==> src/rtl/tps_pkg.sv <==
// Shared types and codes for the tone pattern sequencer.
`default_nettype none

package tps_pkg;

  // Field widths of the request and response transactions
  localparam int REQ_W  = 2;
  localparam int IDX_W  = 5;
  localparam int CNT_W  = 6;
  localparam int TIME_W = 16;
  localparam int POS_W  = 5;

  // Request codes
  localparam logic [REQ_W-1:0] REQ_TICK  = 2'd0;
  localparam logic [REQ_W-1:0] REQ_WRITE = 2'd1;
  localparam logic [REQ_W-1:0] REQ_START = 2'd2;
  localparam logic [REQ_W-1:0] REQ_STOP  = 2'd3;

  typedef struct packed {
    logic [REQ_W-1:0]  req_type;
    logic [IDX_W-1:0]  entry_index;
    logic [CNT_W-1:0]  note_count;
    logic [TIME_W-1:0] on_time;
    logic [TIME_W-1:0] off_time;
  } req_t;

  typedef struct packed {
    logic             buzzer_drive;
    logic             playing;
    logic [POS_W-1:0] note_position;
  } rsp_t;

endpackage

`default_nettype wire

==> src/rtl/tps_ram.sv <==
// Generic single write port, single read port RAM with registered read data.
`default_nettype none

module tps_ram #(
  parameter int WIDTH = 32,
  parameter int DEPTH = 32,
  localparam int AW = $clog2(DEPTH)
) (
  input  wire logic             clk,
  input  wire logic             wr_en,
  input  wire logic [AW-1:0]    wr_addr,
  input  wire logic [WIDTH-1:0] wr_data,
  input  wire logic             rd_en,
  input  wire logic [AW-1:0]    rd_addr,
  output logic      [WIDTH-1:0] rd_data
);

  logic [WIDTH-1:0] mem [DEPTH];

  // Write port
  always_ff @(posedge clk) begin
    if (wr_en) begin
      mem[wr_addr] <= wr_data;
    end
  end

  // Read port, data holds while no read is issued
  always_ff @(posedge clk) begin
    if (rd_en) begin
      rd_data <= mem[rd_addr];
    end
  end

endmodule

`default_nettype wire

==> src/rtl/tps_ctrl.sv <==
// Playback state, current note cache and per-transaction update logic.
`default_nettype none

module tps_ctrl #(
  parameter int NOTE_DEPTH    = 32,
  parameter int DURATION_BITS = 16,
  localparam int AW = $clog2(NOTE_DEPTH),
  localparam int DW = DURATION_BITS
) (
  input  wire logic            clk,
  input  wire logic            rst,
  input  wire logic            step,
  input  wire tps_pkg::req_t   item,
  input  wire logic [AW-1:0]   item_addr,
  input  wire logic [2*DW-1:0] rd_data,
  output logic      [AW-1:0]   next_addr,
  output tps_pkg::rsp_t        result
);

  localparam int LW = $clog2(NOTE_DEPTH + 1);
  localparam int CW = AW + 1;
  localparam int PW = tps_pkg::POS_W;

  localparam logic [1:0] PH_IDLE = 2'd0;
  localparam logic [1:0] PH_ON   = 2'd1;
  localparam logic [1:0] PH_OFF  = 2'd2;

  logic [1:0]    phase, phase_next;
  logic [AW-1:0] base, base_next;
  logic [LW-1:0] length, length_next;
  logic [AW-1:0] offset, offset_next;
  logic [DW-1:0] elapsed, elapsed_next;
  logic [DW-1:0] cur_on, cur_on_next;
  logic [DW-1:0] cur_off, cur_off_next;

  logic [DW-1:0] rd_on, rd_off, elapsed_inc;
  logic [AW-1:0] cur_addr;
  logic [CW-1:0] offset_inc;
  logic          last_note;

  // Sum of base and offset wrapped into the store; the sum stays below twice the depth
  function automatic logic [AW-1:0] wrap_sum(input logic [CW-1:0] s);
    logic [CW-1:0] r;
    r = s;
    if (s >= CW'(NOTE_DEPTH)) begin
      r = s - CW'(NOTE_DEPTH);
    end
    return r[AW-1:0];
  endfunction

  assign rd_on       = rd_data[2*DW-1:DW];
  assign rd_off      = rd_data[DW-1:0];
  assign elapsed_inc = (elapsed == '1) ? elapsed : elapsed + 1'b1;
  assign cur_addr    = wrap_sum(CW'(base) + CW'(offset));
  assign offset_inc  = CW'(offset) + 1'b1;
  // Pattern ends at the count or at an all-zero next entry
  assign last_note   = (offset_inc >= CW'(length)) || (rd_data == '0);

  // Next state for the transaction in the compute stage
  always_comb begin
    phase_next   = phase;
    base_next    = base;
    length_next  = length;
    offset_next  = offset;
    elapsed_next = elapsed;
    cur_on_next  = cur_on;
    cur_off_next = cur_off;
    if (step) begin
      unique case (item.req_type)
        tps_pkg::REQ_TICK: begin
          if (phase == PH_ON) begin
            elapsed_next = elapsed_inc;
            if (elapsed_inc >= cur_on) begin
              phase_next   = PH_OFF;
              elapsed_next = '0;
            end
          end else if (phase == PH_OFF) begin
            elapsed_next = elapsed_inc;
            if (elapsed_inc >= cur_off) begin
              elapsed_next = '0;
              if (last_note) begin
                phase_next  = PH_IDLE;
                length_next = '0;
                offset_next = '0;
              end else begin
                phase_next   = PH_ON;
                offset_next  = offset_inc[AW-1:0];
                cur_on_next  = rd_on;
                cur_off_next = rd_off;
              end
            end
          end
        end
        tps_pkg::REQ_WRITE: begin
          // keep the cached note in step with the store
          if (item_addr == cur_addr) begin
            cur_on_next  = DW'(item.on_time);
            cur_off_next = DW'(item.off_time);
          end
        end
        tps_pkg::REQ_START: begin
          if (item.note_count != '0) begin
            base_next    = item_addr;
            length_next  = (int'(item.note_count) > NOTE_DEPTH) ?
                           LW'(NOTE_DEPTH) : LW'(item.note_count);
            offset_next  = '0;
            phase_next   = PH_ON;
            elapsed_next = '0;
            cur_on_next  = rd_on;
            cur_off_next = rd_off;
          end
        end
        tps_pkg::REQ_STOP: begin
          phase_next   = PH_IDLE;
          length_next  = '0;
          offset_next  = '0;
          elapsed_next = '0;
        end
        default: begin
          phase_next = phase;
        end
      endcase
    end
  end

  // Entry after the current one, as seen by the following transaction
  assign next_addr = wrap_sum(CW'(base_next) + CW'(offset_next) + 1'b1);

  // Response shows the state after the transaction
  always_comb begin
    result.buzzer_drive  = (phase_next == PH_ON) && (cur_on_next != '0);
    result.playing       = (phase_next == PH_ON) || (phase_next == PH_OFF);
    result.note_position = PW'(offset_next);
  end

  // Control state
  always_ff @(posedge clk) begin
    if (rst) begin
      phase   <= PH_IDLE;
      base    <= '0;
      length  <= '0;
      offset  <= '0;
      elapsed <= '0;
    end else begin
      phase   <= phase_next;
      base    <= base_next;
      length  <= length_next;
      offset  <= offset_next;
      elapsed <= elapsed_next;
    end
  end

  // Cached on and off time of the current note
  always_ff @(posedge clk) begin
    cur_on  <= cur_on_next;
    cur_off <= cur_off_next;
  end

endmodule

`default_nettype wire

==> src/rtl/tone_pattern_sequencer.sv <==
// Top level of the tone pattern sequencer: request stage, note store and response register.
//
//  channel | valid     | ready     | payload
//  --------+-----------+-----------+------------------------
//  request | req_valid | req_ready | req (tps_pkg::req_t)
//  response| rsp_valid | rsp_ready | rsp (tps_pkg::rsp_t)
//
// One transaction per cycle while responses are taken; the note store read is issued as a
// request is taken, and the playback update runs on the registered read data when the
// request stage hands it to the response register; the cached current note covers the rest.
// Synchronous reset clears playback and handshake state; the note store is not cleared.
// A stalled response holds the request stage; one further request may still be taken.
`default_nettype none

module tone_pattern_sequencer #(
  parameter int NOTE_DEPTH    = 32,
  parameter int DURATION_BITS = 16
) (
  input  wire logic          clk,
  input  wire logic          rst,
  input  wire logic          req_valid,
  output logic               req_ready,
  input  wire tps_pkg::req_t req,
  output logic               rsp_valid,
  input  wire logic          rsp_ready,
  output tps_pkg::rsp_t      rsp
);

  localparam int AW         = $clog2(NOTE_DEPTH);
  localparam int DW         = DURATION_BITS;
  localparam int IW         = tps_pkg::IDX_W;
  localparam int WRAP_STEPS = 8;

  logic          req_fire, s1_fire;
  logic          s1_valid;
  tps_pkg::req_t s1_item;
  logic [AW-1:0] s1_addr;
  logic [AW-1:0] req_addr, rd_addr, next_addr;
  logic [IW-1:0] idx_wrap;
  logic [2*DW-1:0] rd_data;
  tps_pkg::rsp_t result;

  // Entry index wrapped into the store by repeated subtraction
  always_comb begin
    idx_wrap = req.entry_index;
    for (int i = 0; i < WRAP_STEPS; i++) begin
      if (int'(idx_wrap) >= NOTE_DEPTH) begin
        idx_wrap = idx_wrap - IW'(NOTE_DEPTH);
      end
    end
  end
  assign req_addr = AW'(idx_wrap);

  // Handshake
  assign s1_fire   = s1_valid && (!rsp_valid || rsp_ready);
  assign req_ready = !s1_valid || s1_fire;
  assign req_fire  = req_valid && req_ready;

  // Request stage
  always_ff @(posedge clk) begin
    if (rst) begin
      s1_valid <= 1'b0;
    end else if (req_fire) begin
      s1_valid <= 1'b1;
    end else if (s1_fire) begin
      s1_valid <= 1'b0;
    end
  end

  always_ff @(posedge clk) begin
    if (req_fire) begin
      s1_item <= req;
      s1_addr <= req_addr;
    end
  end

  // Start reads its base entry; ticks and stops prefetch the next note, writes read nothing
  assign rd_addr = (req.req_type == tps_pkg::REQ_START) ? req_addr : next_addr;

  tps_ram #(
    .WIDTH (2 * DW),
    .DEPTH (NOTE_DEPTH)
  ) u_store (
    .clk     (clk),
    .wr_en   (req_fire && (req.req_type == tps_pkg::REQ_WRITE)),
    .wr_addr (req_addr),
    .wr_data ({DW'(req.on_time), DW'(req.off_time)}),
    .rd_en   (req_fire && (req.req_type != tps_pkg::REQ_WRITE)),
    .rd_addr (rd_addr),
    .rd_data (rd_data)
  );

  tps_ctrl #(
    .NOTE_DEPTH    (NOTE_DEPTH),
    .DURATION_BITS (DURATION_BITS)
  ) u_ctrl (
    .clk       (clk),
    .rst       (rst),
    .step      (s1_fire),
    .item      (s1_item),
    .item_addr (s1_addr),
    .rd_data   (rd_data),
    .next_addr (next_addr),
    .result    (result)
  );

  // Response register
  always_ff @(posedge clk) begin
    if (rst) begin
      rsp_valid <= 1'b0;
    end else if (s1_fire) begin
      rsp_valid <= 1'b1;
    end else if (rsp_ready) begin
      rsp_valid <= 1'b0;
    end
  end

  always_ff @(posedge clk) begin
    if (s1_fire) begin
      rsp <= result;
    end
  end

`ifndef SYNTHESIS
  // A taken request always lands in the request stage
  a_req_lands: assert property (@(posedge clk) disable iff (rst)
    req_fire |=> s1_valid)
    else $error("request transaction lost");

  // A blocked request stage keeps its transaction
  a_s1_holds: assert property (@(posedge clk) disable iff (rst)
    (s1_valid && !s1_fire) |=> (s1_valid && $stable(s1_item) && $stable(s1_addr)))
    else $error("request stage changed while blocked");

  // The buzzer only sounds during playback
  a_drive_playing: assert property (@(posedge clk) disable iff (rst)
    (rsp_valid && rsp.buzzer_drive) |-> rsp.playing)
    else $error("buzzer driven while idle");

  // Position reads zero when idle
  a_idle_position: assert property (@(posedge clk) disable iff (rst)
    (rsp_valid && !rsp.playing) |-> (rsp.note_position == '0))
    else $error("nonzero note position while idle");
`endif

endmodule

`default_nettype wire

==> config.mk <==
export PLATFORM = sky130hd
export DESIGN_NAME = tone_pattern_sequencer
export DESIGN_NICKNAME = d
export VERILOG_FILES = /design/src/rtl/tps_pkg.sv /design/src/rtl/tps_ram.sv /design/src/rtl/tps_ctrl.sv /design/src/rtl/tone_pattern_sequencer.sv
export SDC_FILE = /design/constraint.sdc
export NUM_CORES = 1
export LEC_CHECK = 0
export ABC_AREA = 1
export BUFFER_PORTS_ARGS = -buffer_cell sky130_fd_sc_hd__buf_2
export CAP_MARGIN = 0
export CORE_MARGIN = 4
export CORE_UTILIZATION = 45
export CTS_CLUSTER_DIAMETER = 200
export DETAILED_ROUTE_END_ITERATION = 6
export HOLD_SLACK_MARGIN = 0.06
export MAX_ROUTING_LAYER = met4
export SYNTH_ARGS = -nofsm -noshare
export SYNTH_HDL_FRONTEND = slang
export SYNTH_SLANG_ARGS = --single-unit
==> constraint.sdc <==
create_clock -name clk -period 7 [get_ports clk]
set_input_delay 1.05 -clock clk [delete_from_list [all_inputs] [get_ports clk]]
set_output_delay 1.05 -clock clk [all_outputs]
set_load 0.01 [all_outputs]
==> impl_metrics.tcl <==
set metrics [dict create \
    cts_buffers 119 \
    avgViaCountPerCell 5.999 \
    p_clk_share_pct 39.7 \
    vdd_ir_drop_max_mv 0.2131 \
    routed_wl_mm 142.3 \
    fill_cells 9046 \
    r2r-end "u_store.rd_data[26]" \
    p_comb_share_pct 9.6 \
    arrival_ns 6.77 \
    grt_max_degree 191 \
    clk_latency_ns 0.72 \
    tightest_slew_ns 1.297 \
    hold_violations 0 \
    synth_area_leaders "edfxtp_1, o21ai_0, nor2_1, o221ai_1, nand2_1" \
    slowest_stage "fa_1" \
    clk_pin_slew_ns 0.07 \
    grt_pass1_vias 29820 \
    critPathLaunchType "flop" \
    die_area_sq_um 112000 \
    yosysTopAreaCell "edfxtp_1" \
    root_buffer "clkbuf_16" \
    synth_seq_cells 1176 \
    netlist_area_sq_um 48010 \
    maxCapViolCount 0 \
    fin_crit_sh_pct 90.41 \
    die_y_microns 334.7 \
    grt_usage_pct 25.40 \
    cp-end-kind "flop" \
    crit_required_ns 7.44 \
    drc_errors 0 \
    cpPeakStageDelay_ns 0.44 \
    final_util_pct 51.21 \
    drive_above_1_share_pct 9.481 \
    skew_ns 0.03190 \
    period_needed_ns 6.329 \
    cts_buffer_depth 3 \
    dr.pass1.iters 6 \
    port_buffers 57 \
    layout_common_cells "edfxtp_1, nor2_1, o21ai_0" \
    p_leak_nw 18.27 \
    setup-tns-final_ns 0 \
    place.gp.congestion 0.8645 \
    rows 119 \
    fmax_ghz 0.1580 \
    cp-startpoint "u_ctrl.elapsed[0]" \
    antenna_found_initial 11 \
    start_util_pct 45.48 \
    ys_seq_area_share_pct 72.46 \
    syn_inst 3868 \
    syn_to_final_growth_pct 12.59 \
    syn_area_per_cell_sq_um 12.41 \
    r2r-start "u_ctrl.elapsed[0]" \
    mostFrequentLayoutCell "edfxtp_1" \
    relSlewSlack_pct 13.35 \
    fin_nets 3992 \
    power_w 0.01560 \
    hpwl_mm 71.31 \
    fp.coreArea_sq_um 105600 \
    via_count 32300 \
    io_pins 58 \
    crit_family "simple AND/OR/NAND/NOR gates" \
    r2r_cells 29 \
    synth_top_area_share_pct 70.30 \
    yosysWarnings 0 \
    die_w_microns 334.7 \
    drt_iter0_markers 4163 \
    status "finished, final reports clean" \
    grt_pass1_wl_mm 204.1 \
    synth.distinct_cells 43 \
    cp.depth 29 \
    switchingPower_w 0.003856 \
    min_path_type "reg -> reg" \
    setup_viol 0 \
    timing_worst_setup_path_type "reg -> reg" \
    cts_tree "done" \
    ant_nets 0 \
    h-tree-depth 3 \
    drv_slew 0 \
    endpoint "u_store.rd_data[26]" \
    syn_nets 3968 \
    wire_per_inst_microns 26.42 \
    overflow 0 \
    intPower_w 0.01174 \
    cp_max_fo 36 \
    r2r_slack_ns 0.67 \
    pwr-share-seq_pct 50.7 \
    power.density_nw_per_um2 288.5 \
    path_buf_inv 5 \
    p_sw_share_pct 24.72 \
    cts.sink_count 1176 \
    rsz0062_at_grt "no" \
]
[cell families (layout without fill, tap and decap cells)]
kind of cell / after synthesis / in the layout / synth area share (%)
other: 0 / 6 / 0
XOR/XNOR: 18 / 18 / 0.3440
AND/OR/NAND/NOR: 1292 / 1292 / 10.86
flip-flops: 1176 / 1176 / 72.46
AO/OA/AOI/OAI: 935 / 935 / 11.76
adder cells (fa/ha/maj): 51 / 51 / 1.360
buffers and inverters: 396 / 515 / 3.208
[synth_stat cells, drive strengths merged]
| master | count |
|---|---|
| inv | 163 |
| xnor2 | 9 |
| nand3 | 177 |
| ha | 49 |
| o211ai | 29 |
| o31ai | 2 |
| a211oi | 8 |
| nor3 | 10 |
| o21ai | 572 |
| a31oi | 1 |
| fa | 2 |
| o221ai | 199 |
| nand4 | 19 |
| nor2 | 649 |
| nor4 | 1 |
| nand3b | 2 |
| o22ai | 57 |
| edfxtp | 1124 |
| nand2 | 428 |
| o21a | 2 |
| a21o | 1 |
| dfxtp | 52 |
| a21oi | 56 |
| o22a | 1 |
| a22oi | 6 |
| buf | 37 |
| clkbuf | 196 |
| or2 | 6 |
| xor2 | 9 |
| a31o | 1 |
[worst min-delay path by stage]
stage / start / end / slack (ns) / cells after the start
final: u_ctrl.length[5] / u_ctrl.length[5] / 0.47 / 2
after global routing: u_ctrl.length[4] / u_ctrl.length[4] / 0.50 / 2
after CTS: u_ctrl.length[5] / u_ctrl.length[5] / 0.47 / 2
after detailed placement: u_ctrl.length[5] / u_ctrl.length[5] / 0.46 / 2
after global placement: u_ctrl.length[1] / u_ctrl.length[1] / 0.46 / 2
after floorplan: u_ctrl.length[1] / u_ctrl.length[1] / 0.44 / 2
[layer usage]
metal | global-route usage, % | share of wire, % | vias up | wire, microns
met5 | - | 0 | - | 0
met4 | 8.994 | 3.6 | 0 | 5106
met3 | 4.531 | 9.9 | 291 | 14090
met2 | 37.25 | 45 | 1663 | 63320
met1 | 35.96 | 42 | 16060 | 59740
li1 | - | - | 14290 | -
[worst register-to-register path, delay by kind of cell, from the launching register on]
kind            cells  cell delay [ns]
fa+ha+maj           3             1.02
compound gates      8             1.68
simple gates       13             2.31
flops               1             0.39
buf+inv             5             0.66
[flip-flops by register name, indices dropped and copies added (netlist names), 6 cells and up]
signal,flops
rsp,7
u_ctrl.elapsed,16
u_store.mem,1024
u_ctrl.cur_on,16
u_ctrl.length,6
u_store.rd_data,32
u_ctrl.cur_off,16
s1_item,40
[through the flow]
| stage | instances | area (sq um) | hold WS, ns | worst slack, ns |
|---|---|---|---|---|
| after floorplan | 3868 | 48010 | 0.4426 | 1.779 |
| after global placement | 5161 | 50220 | 0.4611 | 0.5578 |
| after detailed placement | 5161 | 50220 | 0.4600 | 0.5021 |
| after CTS | 5377 | 54010 | 0.4716 | 0.4605 |
| after global routing | 5384 | 54060 | 0.4951 | 0.1178 |
| final | 5384 | 54060 | 0.4685 | 0.6710 |
[cell type report]
type	instances	area [sq um]	share of cell area, %
clock inverter	68	629.4	1.164
tap	1391	1740	3.219
timing repair buffer	136	1116	2.065
antenna	6	15.01	0.02777
sequential	1176	34790	64.36
inverter	163	630.6	1.167
multi-input combinational	2296	11980	22.15
clock buffer	148	3159	5.844
[power groups by stage]
stage	combinational [W]	clock (W)	sequential, W
final	0.00150	0.00619	0.00791
after global routing	0.00165	0.00657	0.00791
after CTS	0.00148	0.00627	0.00790
after detailed placement	0.00147	0	0.00805
after global placement	0.00146	0	0.00805
after floorplan	0.000921	0	0.00801
[timing repair]
item / 4_1_cts / 5_1_grt
setup buffers: 0 / 0
setup endpoints to repair: 0 / 20
hold buffers: 0 / 0
hold endpoints to repair: 0 / 0
gates resized for setup: 0 / 3
No activity file was read; power rests on OpenSTA's default activity.
